==> src/rtl/core/lpc_pkg.sv <==
// ----------------------------------------------------------------------------
// lpc_pkg
// Types, widths and helpers shared by the line position centroid modules.
// ----------------------------------------------------------------------------
`default_nettype none

package lpc_pkg;

   // Number of sensors in use (2 to 8). Widths below are sized for eight.
   localparam int SENSOR_COUNT = 8;
   localparam int SPAN         = SENSOR_COUNT - 1;

   localparam int SAMPLE_W = 12;
   localparam int WSUM_W   = 15;  // 8 * 4095 fits
   localparam int ISUM_W   = 17;  // 28 * 4095 fits
   localparam int DEN_W    = 18;  // 7 * 32760 fits
   localparam int DIFF_W   = DEN_W + 1;
   localparam int REM_W    = 31;  // 5120 * den + den fits
   localparam int Q_W      = 12;  // quotient magnitude at most 2560
   localparam int POS_W    = 13;

   // Position scale: 2 * 10 * 256 and 10 * 256.
   localparam int POS_SCALE = 2 * 10 * 256;

   localparam int PIPE_DEPTH = Q_W + 4;

   localparam logic [SAMPLE_W-1:0] FULL_SCALE_RESET = SAMPLE_W'(2500);

   typedef logic [SAMPLE_W-1:0]      sample_type;
   typedef logic [WSUM_W-1:0]        wsum_type;
   typedef logic [ISUM_W-1:0]        isum_type;
   typedef logic [DEN_W-1:0]         den_type;
   typedef logic signed [DIFF_W-1:0] diff_type;
   typedef logic [REM_W-1:0]         rem_type;
   typedef logic [Q_W-1:0]           quo_type;
   typedef logic signed [POS_W-1:0]  pos_type;

   typedef struct packed {
      sample_type sample_0;
      sample_type sample_1;
      sample_type sample_2;
      sample_type sample_3;
      sample_type sample_4;
      sample_type sample_5;
      sample_type sample_6;
      sample_type sample_7;
   } req_item_type;

   typedef struct packed {
      pos_type position;
      logic    line_lost;
   } rsp_item_type;

   // State carried through the divider chain.
   typedef struct packed {
      rem_type rem;
      rem_type dsr;
      quo_type quo;
      logic    neg;
      logic    lost;
   } div_type;

   function automatic sample_type sample_of(req_item_type item, int idx);
      sample_type s;
      unique case (idx)
         0: s = item.sample_0;
         1: s = item.sample_1;
         2: s = item.sample_2;
         3: s = item.sample_3;
         4: s = item.sample_4;
         5: s = item.sample_5;
         6: s = item.sample_6;
         7: s = item.sample_7;
         default: s = '0;
      endcase
      return s;
   endfunction

endpackage

`default_nettype wire

==> src/rtl/core/lpc_lane.sv <==
// ----------------------------------------------------------------------------
// lpc_lane
// One sensor lane: clamps the sample and registers its weight.
// ----------------------------------------------------------------------------
`default_nettype none

module lpc_lane (
   input  wire logic                clock,
   input  wire logic                advance,
   input  wire lpc_pkg::sample_type full_scale,
   input  wire lpc_pkg::sample_type sample,
   output lpc_pkg::sample_type      weight
);

   lpc_pkg::sample_type weight_ff;
   lpc_pkg::sample_type weight_in;

   // A sample above full scale carries no weight.
   always_comb begin
      weight_in = (sample > full_scale) ? '0 : full_scale - sample;
   end

   always_ff @(posedge clock) begin
      if (advance) begin
         weight_ff <= weight_in;
      end
   end

   assign weight = weight_ff;

endmodule

`default_nettype wire

==> src/rtl/core/lpc_merge.sv <==
// ----------------------------------------------------------------------------
// lpc_merge
// Sums the lane weights and sets up the rounding division.
// ----------------------------------------------------------------------------
`default_nettype none

module lpc_merge (
   input  wire logic                                       clock,
   input  wire logic                                       advance,
   input  wire lpc_pkg::sample_type [lpc_pkg::SENSOR_COUNT-1:0] weights,
   output lpc_pkg::div_type                                div_init
);

   lpc_pkg::wsum_type wsum_ff, wsum_in;
   lpc_pkg::isum_type isum_ff, isum_in;
   lpc_pkg::div_type  div_ff, div_in;

   lpc_pkg::den_type  den;
   lpc_pkg::diff_type diff;
   lpc_pkg::den_type  mag;

   always_comb begin
      wsum_in = '0;
      isum_in = '0;
      for (int i = 0; i < lpc_pkg::SENSOR_COUNT; i++) begin
         wsum_in = wsum_in + lpc_pkg::wsum_type'(weights[i]);
         isum_in = isum_in + lpc_pkg::isum_type'(weights[i]) * lpc_pkg::isum_type'(i);
      end
   end

   // The division computes round(2560 * d / den) with
   // d = 2 * isum - span * wsum and den = span * wsum, rounding ties away
   // from zero as floor((5120 * |d| + den) / (2 * den)).
   always_comb begin
      den  = lpc_pkg::den_type'(wsum_ff) * lpc_pkg::den_type'(lpc_pkg::SPAN);
      diff = lpc_pkg::diff_type'({isum_ff, 1'b0}) - lpc_pkg::diff_type'(den);
      mag  = diff[lpc_pkg::DIFF_W-1] ? lpc_pkg::den_type'(-diff)
                                     : lpc_pkg::den_type'(diff);
      div_in.rem  = lpc_pkg::rem_type'(mag) * lpc_pkg::rem_type'(lpc_pkg::POS_SCALE)
                    + lpc_pkg::rem_type'(den);
      div_in.dsr  = lpc_pkg::rem_type'({den, 1'b0}) << (lpc_pkg::Q_W - 1);
      div_in.quo  = '0;
      div_in.neg  = diff[lpc_pkg::DIFF_W-1];
      div_in.lost = (wsum_ff == '0);
   end

   always_ff @(posedge clock) begin
      if (advance) begin
         wsum_ff <= wsum_in;
         isum_ff <= isum_in;
         div_ff  <= div_in;
      end
   end

   assign div_init = div_ff;

endmodule

`default_nettype wire

==> src/rtl/core/lpc_div_step.sv <==
// ----------------------------------------------------------------------------
// lpc_div_step
// One restoring division step: yields one quotient bit per stage.
// ----------------------------------------------------------------------------
`default_nettype none

module lpc_div_step (
   input  wire logic             clock,
   input  wire logic             advance,
   input  wire lpc_pkg::div_type stage_prev,
   output lpc_pkg::div_type      stage_next
);

   lpc_pkg::div_type stage_ff, stage_in;
   logic             take;

   always_comb begin
      take           = (stage_prev.rem >= stage_prev.dsr);
      stage_in       = stage_prev;
      stage_in.rem   = take ? stage_prev.rem - stage_prev.dsr : stage_prev.rem;
      stage_in.quo   = {stage_prev.quo[lpc_pkg::Q_W-2:0], take};
      stage_in.dsr   = stage_prev.dsr >> 1;
   end

   always_ff @(posedge clock) begin
      if (advance) begin
         stage_ff <= stage_in;
      end
   end

   assign stage_next = stage_ff;

endmodule

`default_nettype wire

==> src/rtl/core/line_position_centroid.sv <==
// ----------------------------------------------------------------------------
// line_position_centroid
// Weighted-centroid line position from an eight-sensor reflectance array.
// ----------------------------------------------------------------------------
//
//   Channel  Ports          Direction  Carries
//   req      req_valid/rdy  in         eight raw discharge times
//   rsp      rsp_valid/rdy  out        signed position (1/256 units), line_lost
//   csr      csr_valid/rdy  in         full_scale register
//
// The block accepts one item per cycle while the output is not stalled.
// Each item passes through one lane stage, one sum stage, one setup
// stage, twelve restoring division steps (one per quotient bit) and the
// output register. Reset is synchronous and clears the valid pipeline
// and sets full_scale to 2500. When the output register holds an item
// that is not taken, the whole pipeline holds, and req_ready drops in
// the same cycle.
// ----------------------------------------------------------------------------
`default_nettype none

module line_position_centroid (
   input  wire logic                  clock,
   input  wire logic                  reset,
   input  wire logic                  req_valid,
   output logic                       req_ready,
   input  wire lpc_pkg::req_item_type req_item,
   output logic                       rsp_valid,
   input  wire logic                  rsp_ready,
   output lpc_pkg::rsp_item_type      rsp_item,
   input  wire logic                  csr_valid,
   output logic                       csr_ready,
   input  wire lpc_pkg::sample_type   csr_data
);

   // Valid bits for every stage, the last one being the output register.
   logic [lpc_pkg::PIPE_DEPTH-1:0] valid_ff, valid_in;
   assign valid_in = {valid_ff[lpc_pkg::PIPE_DEPTH-2:0], req_valid};

   // Every stage moves together whenever the output register is empty or its item is taken.
   logic advance;
   assign advance   = !valid_ff[lpc_pkg::PIPE_DEPTH-1] || rsp_ready;
   assign req_ready = advance;
   assign csr_ready = 1'b1;

   lpc_pkg::sample_type full_scale_ff;

   always_ff @(posedge clock) begin
      if (reset) begin
         valid_ff      <= '0;
         full_scale_ff <= lpc_pkg::FULL_SCALE_RESET;
      end else begin
         if (advance) begin
            valid_ff <= valid_in;
         end
         if (csr_valid) begin
            full_scale_ff <= csr_data;
         end
      end
   end

   // Lanes: each sensor is clamped and weighted by its own copy.
   lpc_pkg::sample_type [lpc_pkg::SENSOR_COUNT-1:0] weights;

   for (genvar g = 0; g < lpc_pkg::SENSOR_COUNT; g++) begin : g_lane
      lpc_lane u_lane (
         .clock      (clock),
         .advance    (advance),
         .full_scale (full_scale_ff),
         .sample     (lpc_pkg::sample_of(req_item, g)),
         .weight     (weights[g])
      );
   end

   // Merge: sums the lanes and prepares the dividend and divisor.
   lpc_pkg::div_type div_chain [lpc_pkg::Q_W+1];

   lpc_merge u_merge (
      .clock    (clock),
      .advance  (advance),
      .weights  (weights),
      .div_init (div_chain[0])
   );

   // Divider: one quotient bit per stage, most significant bit first.
   for (genvar k = 0; k < lpc_pkg::Q_W; k++) begin : g_div
      lpc_div_step u_step (
         .clock      (clock),
         .advance    (advance),
         .stage_prev (div_chain[k]),
         .stage_next (div_chain[k+1])
      );
   end

   // Output register: apply the sign, or force zero when the line is lost.
   lpc_pkg::rsp_item_type rsp_item_ff, rsp_item_in;
   lpc_pkg::pos_type      mag;

   always_comb begin
      mag                   = lpc_pkg::pos_type'({1'b0, div_chain[lpc_pkg::Q_W].quo});
      rsp_item_in.line_lost = div_chain[lpc_pkg::Q_W].lost;
      if (div_chain[lpc_pkg::Q_W].lost) begin
         rsp_item_in.position = '0;
      end else if (div_chain[lpc_pkg::Q_W].neg) begin
         rsp_item_in.position = -mag;
      end else begin
         rsp_item_in.position = mag;
      end
   end

   always_ff @(posedge clock) begin
      if (advance) begin
         rsp_item_ff <= rsp_item_in;
      end
   end

   assign rsp_valid = valid_ff[lpc_pkg::PIPE_DEPTH-1];
   assign rsp_item  = rsp_item_ff;

endmodule

`default_nettype wire

==> config.mk <==
export PLATFORM = sky130hd
export DESIGN_NAME = line_position_centroid
export DESIGN_NICKNAME = d
export VERILOG_FILES = /design/src/rtl/core/lpc_pkg.sv /design/src/rtl/core/lpc_lane.sv /design/src/rtl/core/lpc_merge.sv /design/src/rtl/core/lpc_div_step.sv /design/src/rtl/core/line_position_centroid.sv
export SDC_FILE = /design/constraint.sdc
export NUM_CORES = 2
export LEC_CHECK = 0
export BUFFER_PORTS_ARGS = -buffer_cell sky130_fd_sc_hd__buf_2
export CORE_MARGIN = 2
export CORE_UTILIZATION = 25
export DETAILED_ROUTE_END_ITERATION = 8
export MAX_ROUTING_LAYER = met4
export PLACE_DENSITY = 0.39
export SLEW_MARGIN = 20
export SYNTH_ARGS = -nofsm -noshare
export SYNTH_HDL_FRONTEND = slang
export SYNTH_SLANG_ARGS = --single-unit
==> constraint.sdc <==
create_clock -name clock -period 80.1 [get_ports clock]
set_clock_uncertainty 0.15 [all_clocks]
set_input_delay 8.01 -clock clock [delete_from_list [all_inputs] [get_ports clock]]
set_output_delay 8.01 -clock clock [all_outputs]
set_load 0.005 [all_outputs]
==> metrics.txt <==
FILL cells 21.2k; Routability Congestion slightly above 0.8; Avg Cell Area, Syn around 11 um^2; Critical Path Fanout Max 43; library cells used by synthesis 113; WP data arrival around 9 ns; Final Max Slew Viols 0; ys flop type edfxtp_1; Via-to-Cell Ratio 4.34; worst r2r path cells 36; register area approximately 23000 um^2; Max Clk Rate 0.0574 GHz; status completed; period utilisation layout 0.218; Via Count about 34k; clock tree buffer depth 3; Mapped Nets around 5.6k; H-tree levels 3; CP endpoint kind primary output; startpoint types primary input; FP Rows 166; post-synthesis cell area 51700 um^2; layout cell share with drive strength beyond 1 0.0766; multi-input logic area 25800 um^2; ys async rst share 0; leading area contributor after synthesis edfxtp_1; sequential-to-total area share from yosys stat 0.447; vias in the first global route 34.8k; worst slew pin tran 1.09 ns; DIE AREA 210000 um^2; Worst slew margin 0.270; final wirelength 129000 um; CTS hold repair buffers 0; Initial Util 0.252; core area 205000 um^2; WL/cell between 15 and 20 um; DRC errors left 0; Post-synth EDFFs 750; Synth Instances between 4k and 5k; Total GRT Usage 0.127; final setup TNS 0 ns; Setup Fix Bufs, Post-CTS 0; R2R Path End u_merge.div_init[75]; CP required 71.94 ns; Clock transition at path regs 0.07 ns; CTS Buf Count 96; drt pass-1 iters 5; RR Startpoint u_merge.wsum_ff[0]; Die Height 459 um; chip width 459 um; most frequent cells in the layout edfxtp_1, inv_1, ha_1; GRT overflow 0; Tmin final 17.43 ns; commonest non-fill, non-tap cell in the layout edfxtp_1; P&R area growth vs syn 13.7%; Fin. Hold Viols 0; final net count 5779; Setup CP Type primary input to primary output; first-pass GRT wire length 202000 um; RSZ-0062 raised after global routing no; Post-DRT Antenna Nets 0; largest net degree at the start of global routing 168; reg2reg setup slack 69.95 ns; antenna violations before repair 7; number of max-cap violations 0; hold wc startpoint g_div[3].u_step.stage_next[0]; Ports 130; Clock Sinks 778; worst hold path type flip-flop to flip-flop; Starting DRT DRC Count 1775; Root Driver clkbuf_16; CTS tree built; Min-Delay Endpoint g_div[4].u_step.stage_next[0]; non-filler cells, final ~7.8k; # setup viols final 0; Area contributors post-synth edfxtp_1, ha_1, fa_1; Worst-Skew Late Latency 0.72 ns; post_cts resized 0; hold path depth 0; I/O Buffers 128; HPWL after DPL 102000 um; Synth Register Bits 778; Yosys top cell area share 0.436; post-placement cell count 7594; Synth Warn # 0
==> state kept, by name, summed over array words and instances (netlist names) <==
signal,cells
g_lane.u_lane.weight,96
u_merge.wsum_ff,15
g_div.u_step.stage_next,567
u_merge.div_init,41
valid_ff,16
u_merge.isum_ff,17
rsp_item,14
full_scale_ff,12
==> synth_stat cells (25+ instances only) <==
cell and number:
edfxtp_1 750, inv_1 693, ha_1 471, nor2_1 371, nand2_1 299, a21oi_1 298
xnor2_1 239, o21ai_0 237, fa_1 191, a21o_1 144, xor2_1 111, nor3_1 105
nor2b_1 85, nand2b_1 81, a21boi_0 63, clkbuf_1 51, nand4_1 46, nand3_1 44
o21bai_1 40, o31ai_1 39, mux2_2 38, o21a_1 30, dfxtp_1 28, or3_1 27
nor4_1 25
==> per-stage QoR <==
| stage | hold slack, ns | setup slack (ns) | utilization | area (um^2) |
|---|---|---|---|---|
| 3_5_place_dp | 0.255 | 62.68 | 0.272 | 55700 |
| 6_report | 0.212 | 62.67 | 0.286 | 58700 |
| 2_1_floorplan | 0.250 | 43.21 | - | 51700 |
| 5_1_grt | 0.225 | 62.58 | 0.286 | 58700 |
| 3_3_place_gp | 0.252 | 62.69 | 0.272 | 55700 |
| 4_1_cts | 0.207 | 62.68 | 0.286 | 58700 |
==> worst max-delay path by stage <==
stage / to / slack, ns / start
finish: req_ready / 62.67 / rsp_ready
global placement: req_ready / 62.69 / rsp_ready
floorplan: req_ready / 43.21 / rsp_ready
global route: req_ready / 62.58 / rsp_ready
CTS: req_ready / 62.68 / rsp_ready
detailed placement: req_ready / 62.68 / rsp_ready
==> critical path, cell delays in order <==
cell and delay [ns]:
buf_2 0.10, nor2b_1 0.42, buf_4 0.30, inv_8 0.12, buf_2 0.24
==> cell families (layout without fill, tap and decap cells) <==
logic type      count (synthesis)  in the layout  share of synthesized area
xor+xnor                      354            354                     0.0610
buf+inv                       754           1026                     0.0552
other cells                     1              6                  0.0000726
compound gates                986            986                      0.121
fa+ha+maj                     670            670                      0.190
flops                         778            778                      0.447
simple gates                 1202           1202                      0.113
mux                            64             64                     0.0134
==> final cells by class <==
cell class,count,area share
multi-input cells,3277,0.439
flip-flops and latches,778,0.393
well taps,2688,0.0573
inverters,695,0.0445
clock buffers,123,0.0430
repair buffers,156,0.0149
clock inverters,52,0.00839
diodes,5,0.000213
==> routing by layer <==
metal | GRT usage | part of all wire
met4 | 0.0323 | 0.022
met1 | 0.162 | 0.47
met2 | 0.211 | 0.48
met5 | - | 0
met3 | 0.0183 | 0.030
Power is not shown: default switching activity piles up to over one toggle a cycle in this logic, so the estimate is an artifact.
